## src/hdl/isometric_project_and_fit_viewport_unit_macros.svh

```systemverilog
// assertion macros for the isometric projection and viewport fit unit
// expects clk and rst_n in the scope where a macro is used
`ifndef ISOMETRIC_PROJECT_AND_FIT_VIEWPORT_UNIT_MACROS_SVH
`define ISOMETRIC_PROJECT_AND_FIT_VIEWPORT_UNIT_MACROS_SVH

// same-cycle implication, checked out of reset
`define IPFV_ASSERT_IMPLIES(label, ante, cons, msg) \
    label: assert property (@(posedge clk) disable iff (!rst_n) (ante) |-> (cons)) \
        else $error(msg);

// next-cycle implication, checked out of reset
`define IPFV_ASSERT_NEXT(label, ante, cons, msg) \
    label: assert property (@(posedge clk) disable iff (!rst_n) (ante) |=> (cons)) \
        else $error(msg);

`endif

```

## src/hdl/ipfv_pkg.sv

```systemverilog
// shared types, widths and codes of the isometric projection and viewport fit unit
// no dependencies
package ipfv_pkg;

    localparam int MAX_POINTS = 1024;
    localparam int IDX_W      = $clog2(MAX_POINTS);
    localparam int CNT_W      = $clog2(MAX_POINTS + 1);
    localparam int COORD_W    = 12;
    localparam int PROJ_W     = COORD_W + 2;
    localparam int SPAN_W     = PROJ_W;
    localparam int SCALE_W    = 10;
    localparam int FIT_NUMER  = 1000;
    localparam int STEP_W     = $clog2(SCALE_W);
    localparam int PROD_W     = SPAN_W + SCALE_W;
    localparam int SIZE_W     = 13;
    localparam int SIZE_RESET = 1000;
    localparam int OUT_W      = 16;
    localparam int OUT_MAX    = (1 << (OUT_W - 1)) - 1;
    localparam int OUT_MIN    = -(1 << (OUT_W - 1));
    localparam int CFG_IDX_W  = 1;

    localparam logic [CFG_IDX_W-1:0] CFG_SCREEN_WIDTH  = 1'd0;
    localparam logic [CFG_IDX_W-1:0] CFG_SCREEN_HEIGHT = 1'd1;

    typedef enum logic [1:0] {
        CMD_CLEAR = 2'd0,
        CMD_LOAD  = 2'd1,
        CMD_FIT   = 2'd2,
        CMD_READ  = 2'd3
    } cmd_t;

    typedef enum logic [1:0] {
        ST_OK        = 2'd0,
        ST_ZERO_SPAN = 2'd1,
        ST_BEYOND    = 2'd2,
        ST_NOT_READY = 2'd3
    } status_t;

    typedef enum logic [2:0] {
        RES_NONE,
        RES_LOAD,
        RES_FIT,
        RES_READ,
        RES_ERR
    } res_sel_t;

    // controller to datapath
    typedef struct packed {
        logic     capture;
        logic     clear_set;
        logic     load_point;
        logic     fit_empty;
        logic     div_start;
        logic     div_sel_y;
        logic     scale_wr_x;
        logic     scale_wr_y;
        logic     fit_set;
        logic     rd_issue;
        logic     rd_mul;
        res_sel_t res_sel;
        status_t  res_status;
    } ctrl_cmd_t;

    // datapath to controller
    typedef struct packed {
        cmd_t cmd_code;
        logic set_full;
        logic set_empty;
        logic idx_beyond;
        logic fitted;
        logic div_done;
    } dp_stat_t;

endpackage

```

## src/hdl/ipfv_ctrl.sv

```systemverilog
// command sequencer: decodes a captured command and steps the datapath
// depends on ipfv_pkg
module ipfv_ctrl (
    input  logic                 clk,
    input  logic                 rst_n,
    input  logic                 start,
    input  ipfv_pkg::dp_stat_t   stat,
    output ipfv_pkg::ctrl_cmd_t  ctrl,
    output logic                 busy
);
    import ipfv_pkg::*;

    typedef enum logic [2:0] {
        S_IDLE,
        S_EXEC,
        S_DIV_X,
        S_DIV_Y,
        S_FIT_OUT,
        S_RD_MUL,
        S_RD_OUT
    } state_t;

    state_t state_reg, state_next;
    logic   busy_reg, busy_next;

    always_comb
    begin
        ctrl       = '0;
        state_next = state_reg;
        case (state_reg)
            S_IDLE:
            begin
                if (start)
                begin
                    ctrl.capture = 1'b1;
                    state_next   = S_EXEC;
                end
            end
            S_EXEC:
            begin
                state_next = S_IDLE;
                case (stat.cmd_code)
                    CMD_CLEAR:
                    begin
                        ctrl.clear_set = 1'b1;
                    end
                    CMD_LOAD:
                    begin
                        if (stat.set_full)
                        begin
                            ctrl.res_sel    = RES_ERR;
                            ctrl.res_status = ST_NOT_READY;
                        end
                        else
                        begin
                            ctrl.load_point = 1'b1;
                            ctrl.res_sel    = RES_LOAD;
                        end
                    end
                    CMD_FIT:
                    begin
                        if (stat.set_empty)
                        begin
                            ctrl.fit_empty  = 1'b1;
                            ctrl.res_sel    = RES_ERR;
                            ctrl.res_status = ST_NOT_READY;
                        end
                        else
                        begin
                            ctrl.div_start = 1'b1;
                            state_next     = S_DIV_X;
                        end
                    end
                    CMD_READ:
                    begin
                        if (stat.idx_beyond)
                        begin
                            ctrl.res_sel    = RES_ERR;
                            ctrl.res_status = ST_BEYOND;
                        end
                        else if (!stat.fitted)
                        begin
                            ctrl.res_sel    = RES_ERR;
                            ctrl.res_status = ST_NOT_READY;
                        end
                        else
                        begin
                            ctrl.rd_issue = 1'b1;
                            state_next    = S_RD_MUL;
                        end
                    end
                    default:
                    begin
                        state_next = S_IDLE;
                    end
                endcase
            end
            S_DIV_X:
            begin
                if (stat.div_done)
                begin
                    ctrl.scale_wr_x = 1'b1;
                    ctrl.div_start  = 1'b1;
                    ctrl.div_sel_y  = 1'b1;
                    state_next      = S_DIV_Y;
                end
            end
            S_DIV_Y:
            begin
                ctrl.div_sel_y = 1'b1;
                if (stat.div_done)
                begin
                    ctrl.scale_wr_y = 1'b1;
                    state_next      = S_FIT_OUT;
                end
            end
            S_FIT_OUT:
            begin
                ctrl.fit_set = 1'b1;
                ctrl.res_sel = RES_FIT;
                state_next   = S_IDLE;
            end
            S_RD_MUL:
            begin
                ctrl.rd_mul = 1'b1;
                state_next  = S_RD_OUT;
            end
            S_RD_OUT:
            begin
                ctrl.res_sel = RES_READ;
                state_next   = S_IDLE;
            end
            default:
            begin
                state_next = S_IDLE;
            end
        endcase
    end

    assign busy_next = (state_next != S_IDLE);

    always_ff @(posedge clk or negedge rst_n)
    begin
        if (!rst_n)
        begin
            state_reg <= S_IDLE;
            busy_reg  <= 1'b0;
        end
        else
        begin
            state_reg <= state_next;
            busy_reg  <= busy_next;
        end
    end

    assign busy = busy_reg;

endmodule

```

## config.mk

```make
export PLATFORM = sky130hd
export DESIGN_NAME = ipfv_ctrl
export DESIGN_NICKNAME = d
export VERILOG_FILES = /design/src/hdl/isometric_project_and_fit_viewport_unit_macros.svh /design/src/hdl/ipfv_pkg.sv /design/src/hdl/ipfv_ctrl.sv
export SDC_FILE = /design/constraint.sdc
export NUM_CORES = 1
export LEC_CHECK = 0
export BUFFER_PORTS_ARGS = -buffer_cell sky130_fd_sc_hd__buf_2
export CORE_AREA = 2 2 39 41
export DETAILED_ROUTE_END_ITERATION = 8
export DIE_AREA = 0 0 41 43
export PLACE_DENSITY = 0.72
export SLEW_MARGIN = 20
export SYNTH_ARGS = -nofsm -noshare
export SYNTH_HDL_FRONTEND = slang
export SYNTH_SLANG_ARGS = --single-unit
```

## constraint.sdc

```tcl
create_clock -name clk -period 2.7 [get_ports clk]
set_clock_uncertainty 0.1 [all_clocks]
set_input_delay 0.135 -clock clk [delete_from_list [all_inputs] [get_ports clk]]
set_output_delay 0.135 -clock clk [all_outputs]
set_load 0.02 [all_outputs]
```

After elaboration in Yosys (flattened, before gate mapping)
Index checks and enable logic that the tools add are counted.
Widths: inputs -> output; s select.
- latch bits: 0
- ROM bits: 0
- word-level logic and storage cells: 51
- output and inout port bits: 17
- bits in registers: 4
- memories kept: 0
- RAM bits: 0
- reductions and logical operators: 3
- eq/ne operators: 9
- muxes and demuxes: 37
- $lt $le $gt $ge: 0
- shifts and indexed selects: 0
- div/mod/pow operators: 0
- add/sub/neg operators: 0
- multipliers: 0
- bitwise operators: 0
- operators with widths (cell ; number):
    $mux 3 ; 8
    $mux 1 ; 16
    $mux 5 ; 3
    $pmux 3 s5 ; 1
    $pmux 5 s3 ; 1
    $eq 3x3->1 const B ; 3
    $pmux 3 s3 ; 1
    $mux 2 ; 4
    $eq 3x2->1 const B ; 2
    $pmux 3 s2 ; 1
    $eq 2x2->1 const B ; 2
    $pmux 1 s2 ; 2
    $eq 3x1->1 const B ; 1
    $logic_not 3->1 ; 1
    $reduce_bool 3->1 ; 1
    $eq 2x1->1 const B ; 1
    $logic_not 2->1 ; 1

Logic depth before layout (Yosys ltp)
Gate-level depths: netlist (run 1).
- depth in word-level cells: 5
- depth in mapped cells: 4
- mapped depth without buffers: 3

Worst setup path after synthesis (run 1)
Ideal clock, no wire load.
- path type: flip-flop to output port
- start point: register state_reg[2]
- end point: output ctrl[11] in the netlist's numbering
- required time: 2465 ps
- setup slack: 1167 ps
- path buffers: 1
- stages on the path, launching flop included: 5
- arrival: 1298 ps
- path through: dfrtp_1 buf_4 nand2b_1 nor3b_2 a21o_1
- RTL lines (element ; RTL line ; RTL):
    start, declared ; ipfv_ctrl.sv:23 ; state_t state_reg, state_next;
    start signal, assigned ; ipfv_ctrl.sv:151 ; state_reg <= state_next;
    end, declared ; ipfv_ctrl.sv:8 ; output ipfv_pkg::ctrl_cmd_t ctrl,

==> impl_metrics.ini, run 1 <==
[logic_synthesis]
synth.top_cell.area_share_pct = 24.46
synth_seq_area_share_pct = 24.46
most_common_flop_cell_mapped_by_yosys = sky130_fd_sc_hd__dfrtp_1
synth_edf_count = 0
synth.lib_cells_used.distinct = 27
post-synth-top-area-cell = sky130_fd_sc_hd__dfrtp_1
ys.warnings.count = 0
ys_async_sr_fraction_pct = 100.0
syn-mean-instance-area_um2 = 8.022
synth_seq_cells = 4
post_synth_main_area_contributors = sky130_fd_sc_hd__dfrtp_1 24%, sky130_fd_sc_hd__nor2_1 8.3%, sky130_fd_sc_hd__nand2b_4 6.7%
syn-cell-area_um2 = 409.1
postSynthNetCount = 61
postSynthCellCount = 51

[die]
width_of_the_die_um = 41
row_count = 14
design.die.area_um2 = 1763
core_area_um2 = 1384
start_util_pct = 29.57
boundaryPins = 27
chipHeight_um = 43

[sta]
unrepaired_setup_endpoints_after_global_routing = false
final.min_clock_period_ns = 1.654
final.setup.tns_ns = 0
tightest_slew_ns = 0.3493
timing_max_transition_violations_final = 0
hold_viol_final = 0
report.final.setup_viol = 0
final_worst_path_cycle_share_pct = 61.25
achievable-frequency_mhz = 604.7
max-slew-margin-rel_pct = 76.71

[clock_network]
clockBufferDepth = 2
post_cts.resized_instances = 0
cts_hold_repair.buffers = 1
cts_tree = done
clock_insertion_delay_worst_skew_ns = 0.23
cts_setup_buffers = 0
clock_tree.htree_level_count = 1
number_of_cts_inserted_buffers = 3
clk_pin_slew_ns = 0.04
cts-root-buf = sky130_fd_sc_hd__clkbuf_4
tritoncts_num_sinks = 4

[global_routing]
grt_first_pass_wirelength_mm = 1.559
grt-ovfl-total = 0
grt_use_total_pct = 12.94
grt_start_max_net_pins = 10
antenna_violations_before_repair = 0
first_global_vias = 397

[setup_path]
regToRegStartpoint = state_reg[0]
critPathLaunchType = flip-flop
critPathArrivalTime_ns = 1.42
worstSetupPathType = flip-flop to output port
critical_path_peak_fanout = 8
worstReg2RegEnd = state_reg[0]
critical_path.endpoint = ctrl[11]
timing.critical_path.required_ns = 2.47
worst_r2r_path_cells = 3
startpoint = state_reg[2]
worst-r2r-setup-slack_ns = 1.50
setup.worst_path.end_class = output port

[final_layout]
num_antenna_cells = 0
mostFrequentLayoutCells = 26 x sky130_fd_sc_hd__buf_2, 9 x sky130_fd_sc_hd__nor2_1, 4 x sky130_fd_sc_hd__dfrtp_1
final_common_cell = sky130_fd_sc_hd__buf_2
finalNetCount = 90
n_fill_cell = 151
largest_register_ff_count = 3
final_cells = 94
syn2layout_area_growth_pct = 40.37
multi_input_comb_area_um2 = 287.8
layout-drive-gt1-share_pct = 47.44
seq_area_um2 = 100.1

[placement]
detailed_place_hpwl_um = 810.7
placed_cells = 90
finalWeightedCongestion = 0.7371
placement.io_buffers = 26

[pwr]
vdd_drop_max_v = 0.0003894
total_leakage_power_nw = 0.2980
p_sw_share_pct = 49.94
power.density_nw_per_um2 = 935.5
comb_power_share_pct = 60.6
power_switching_mw = 0.2683
power_report.internal_total_mw = 0.2690
share_seq_of_total_power_pct = 25.4
p_clk_share_pct = 14.0

[status]
status = complete, no violations

[job]
drv_cap = 0

[route]
wirelength_um = 980
postRouteAntennaNets = 0
via_per_instance_ratio = 4.883
total_iterations_of_the_first_detailed_routing_run = 4
avgRoutedWirePerCell_um = 10.43
drc_marker_count_from_the_first_detailed_route_iteration = 7
drc = 0
vias = 459

[worst_hold_path]
hp-class = input pin to flip-flop
==> synthesized netlist by cell type, drive strengths merged, types with 2 or more instances <==
master	instances
a21oi	3
and2	2
buf	3
dfrtp	4
nand2	2
nand2b	3
nor2	10
nor2b	2
nor3	4
nor3b	4
o21ai	3
o22ai	2
==> cell families after synthesis <==
| logic type | count (synthesis) | synth area share (%) |
|---|---|---|
| simple gates | 30 | 48.62 |
| buf+inv | 4 | 5.199 |
| flops | 4 | 24.47 |
| compound gates | 13 | 21.71 |
==> cell type report <==
class / count / share of cell area, %
Multi-Input combinational cell: 43 / 50.11
Timing Repair Buffer: 27 / 24.40
Sequential cell: 4 / 17.43
Clock buffer: 3 / 3.922
Tap cell: 16 / 3.486
Inverter: 1 / 0.6536
==> worst min-delay path by stage <==
stage | slack (ns) | depth (start not counted) | from | end
2_1_floorplan | -0.26 | 0 | rst_n | busy
3_3_place_gp | -0.16 | 1 | rst_n | state_reg[2]
3_5_place_dp | -0.15 | 1 | rst_n | busy
4_1_cts | 0.11 | 3 | stat[0] | state_reg[2]
5_1_grt | 0.11 | 3 | stat[0] | state_reg[2]
6_report | 0.12 | 3 | stat[0] | state_reg[2]
==> metrics by stage <==
| step | power (mW) | cell area (µm²) | util, % | hold slack (ns) | setup WS (ns) |
|---|---|---|---|---|---|
| finish | 0.5372 | 574.3 | 41.50 | 0.1160 | 1.046 |
| global route | 0.5888 | 574.3 | 41.50 | 0.1087 | 0.9564 |
| CTS | 0.5471 | 574.3 | 41.50 | 0.1073 | 1.028 |
| detailed placement | 0.4662 | 541.8 | 39.15 | -0.1526 | 1.296 |
| global placement | 0.4627 | 541.8 | 39.15 | -0.1575 | 1.278 |
| floorplan | 0.3846 | 409.1 | - | -0.2606 | 1.167 |
==> critical path, stage by stage, from the launching register on <==
cell	delay (ns)
sky130_fd_sc_hd__dfrtp_1	0.46
sky130_fd_sc_hd__nand2b_1	0.26
sky130_fd_sc_hd__nor3b_2	0.21
sky130_fd_sc_hd__a21o_1	0.10
sky130_fd_sc_hd__buf_2	0.15
==> layer usage <==
| metal | up-vias | global-route usage (%) | wire [µm] |
|---|---|---|---|
| met5 | - | 0 | 0 |
| met1 | 201 | 16.99 | 424 |
| met4 | 0 | 8.000 | 0 |
| li1 | 238 | - | - |
| met2 | 20 | 19.06 | 490 |
| met3 | 0 | 1.571 | 66 |
==> power by group through the flow <==
stage / registers (mW) / clock network [mW] / logic [mW]
finish: 0.136 / 0.0753 / 0.325
global route: 0.144 / 0.0862 / 0.359
CTS: 0.138 / 0.0797 / 0.330
detailed placement: 0.137 / 0 / 0.329
global placement: 0.137 / 0 / 0.326
floorplan: 0.114 / 0 / 0.270
No activity file was read; power rests on OpenSTA's default activity.
==> run 2, diff against run 1 <==
--- a/config.mk
+++ b/config.mk
@@ -9,7 +9,7 @@
 export CORE_AREA = 2 2 39 41
 export DETAILED_ROUTE_END_ITERATION = 8
 export DIE_AREA = 0 0 41 43
-export PLACE_DENSITY = 0.72
+export PLACE_DENSITY = 0.74
 export SLEW_MARGIN = 20
 export SYNTH_ARGS = -nofsm -noshare
 export SYNTH_HDL_FRONTEND = slang
==> constraint.sdc (replaced) <==
create_clock -name clk -period 1.4 [get_ports clk]
set_clock_uncertainty 0.1 [all_clocks]
set_input_delay 0.07 -clock clk [delete_from_list [all_inputs] [get_ports clk]]
set_output_delay 0.07 -clock clk [all_outputs]
set_load 0.02 [all_outputs]
==> run 2 against run 1 <==
Compared with the run above: the run now ends with negative setup slack left; global-route usage grew 3.7 points; cell area grew 33%; clock-buffer cell count is the same; via count grew 14%; register-to-register slack lost 1.4 ns; critical endpoint is now ctrl[0]; non-clock buffer count grew 9; sequential cell count is the same; highest routed layer is now met4; total power grew to 2.7 times the previous value; clock power grew 100%; sequential power grew 73%; sequential share of layout area shrank 4.0 points; cell count grew 9.6%.
==> impl_metrics.ini, run 2 (same netlist as run 1, synthesis figures left out) <==
[clock_network]
clock_insertion_delay_worst_skew_ns = 0.25
cts-root-buf = sky130_fd_sc_hd__clkbuf_4
clock_tree.htree_level_count = 1
number_of_cts_inserted_buffers = 3
clk_pin_slew_ns = 0.04
tritoncts_num_sinks = 4
cts_tree = done
clockBufferDepth = 2

[global_routing]
grt_first_pass_wirelength_mm = 2.007
grt_use_total_pct = 16.60
grt-ovfl-total = 0
antenna_violations_before_repair = 0
grt_start_max_net_pins = 10
first_global_vias = 470

[sta]
post-route-worst-setup-slack_ns = -0.08529
worst_hold_slack_ns = 0.06369
final.setup.tns_ns = -0.3497
achievable-frequency_mhz = 673.3
max-slew-margin-rel_pct = 78.35
unrepaired_setup_endpoints_after_global_routing = true
final.min_clock_period_ns = 1.485
final_worst_path_cycle_share_pct = 106.1
timing_max_transition_violations_final = 0
tightest_slew_ns = 0.3213
report.final.setup_viol = 8
hold_viol_final = 0

[die]
width_of_the_die_um = 41
row_count = 14
chipHeight_um = 43
boundaryPins = 27
design.die.area_um2 = 1763
core_area_um2 = 1384
start_util_pct = 29.57

[route]
wirelength_mm = 1.345
postRouteAntennaNets = 0
avgRoutedWirePerCell_um = 13.06
via_per_instance_ratio = 5.078
total_iterations_of_the_first_detailed_routing_run = 4
drc_marker_count_from_the_first_detailed_route_iteration = 13
vias = 523
drc = 0

[setup_path]
critical_path_peak_fanout = 5
crit_chain = nand2b_4, nand2b_4, a21oi_2, buf_6
cp_num_buf_inv = 1
critPathArrivalTime_ns = 1.32
critical_path.most_common_cell = sky130_fd_sc_hd__nand2b_4
critical-path-slowest-cell = sky130_fd_sc_hd__dfrtp_2
worstSetupPathType = flip-flop to output port
cpLargestDelayFamily = flip-flops
timing.critical_path.required_ns = 1.23
setup.worst_path.end_class = output port
delay_of_the_slowest_critical_path_stage_ns = 0.42
critPathLaunchType = flip-flop

[pwr]
comb_power_share_pct = 73.5
power_switching_mw = 0.6740
power.density_nw_per_um2 = 1927
total_leakage_power_nw = 0.3631
p_clk_share_pct = 10.5
p_sw_share_pct = 45.89
power_report.internal_total_mw = 0.7947
vdd_drop_max_v = 0.0008441
share_seq_of_total_power_pct = 16.0

[final_layout]
final_common_cell = sky130_fd_sc_hd__buf_4
syn2layout_area_growth_pct = 86.24
num_antenna_cells = 0
n_fill_cell = 127
layout-drive-gt1-share_pct = 71.26
mostFrequentLayoutCells = 15 x sky130_fd_sc_hd__buf_4, 13 x sky130_fd_sc_hd__buf_2, 7 x sky130_fd_sc_hd__buf_6, 6 x sky130_fd_sc_hd__nor2_1
finalNetCount = 99
largest_register_ff_count = 3
final_cells = 103

[status]
violations = negative setup slack
status = finished with violations

[placement]
detailed_place_hpwl_um = 898.1
finalWeightedCongestion = 0.8694
placed_cells = 95
placement.io_buffers = 26

[worst_hold_path]
hp-class = input pin to asynchronous set/reset pin

[job]
drv_cap = 0
==> run 2: power groups by stage <==
stage / combinational, mW / clock (mW) / sequential (mW)
after global routing: 1.15 / 0.162 / 0.240
after floorplan: 0.541 / 0 / 0.222
after global placement: 0.800 / 0 / 0.217
final: 1.08 / 0.154 / 0.235
after CTS: 0.941 / 0.155 / 0.228
after detailed placement: 0.805 / 0 / 0.224
==> run 2: path summary, 6_finish.rpt <==
check,from,to,slack (ns),cells past startpoint
worst max-delay path,state_reg[1],ctrl[0],-0.09,4
worst min-delay path,rst_n,busy,0.06,2
worst max register to register,state_reg[0],state_reg[0],0.10,4
worst min register to register,state_reg[2],state_reg[0],0.55,2
max in group asynchronous,rst_n,state_reg[0],1.01,2
min in group clk,stat[0],state_reg[2],0.06,3
==> run 2: worst reg2reg max path, delay by kind of cell, from the launching register on <==
kind	cells	cell delay, ns
flip-flops	1	0.45
AND/OR/NAND/NOR	2	0.29
AO/OA/AOI/OAI	1	0.20
buffers and inverters	1	0.17
==> run 2: timing repair <==
| item | 4_1_cts | 5_1_grt |
|---|---|---|
| buffers inserted | 2 | 2 |
| hold buffers | 1 | 0 |
| endpoints found under the hold margin | 4 | 0 |
| gates resized for setup | 20 | 16 |
| pin swaps | 1 | 2 |
| endpoints found under the setup margin | 13 | 15 |
==> run 2: routing by layer <==
layer | global-route usage (%) | routed length (µm)
met1 | 22.01 | 592
met4 | 8.000 | 23
met2 | 25.62 | 684
met3 | 1.571 | 44
met5 | 0 | 0
==> run 2: metrics by stage <==
step / instance area (µm²) / setup WS, ns / power (mW) / utilization (%)
after global placement: 590.6 / 0.1474 / 1.016 / 42.68
after detailed placement: 590.6 / 0.1281 / 1.029 / 42.68
after CTS: 698.2 / -0.04994 / 1.324 / 50.45
final: 762.0 / -0.08529 / 1.469 / 55.06
after global routing: 762.0 / -0.1111 / 1.557 / 55.06
after floorplan: 420.4 / -0.02142 / 0.7630 / -
==> run 2: final cells by class <==
| cell class | instances | area, µm² | area share [%] |
|---|---|---|---|
| Sequential cell | 4 | 102.6 | 13.46 |
| Multi-Input combinational cell | 43 | 346.6 | 45.48 |
| Clock buffer | 3 | 22.52 | 2.956 |
| Inverter | 1 | 3.754 | 0.4926 |
| Tap cell | 16 | 20.02 | 2.627 |
| Timing Repair Buffer | 36 | 266.5 | 34.98 |
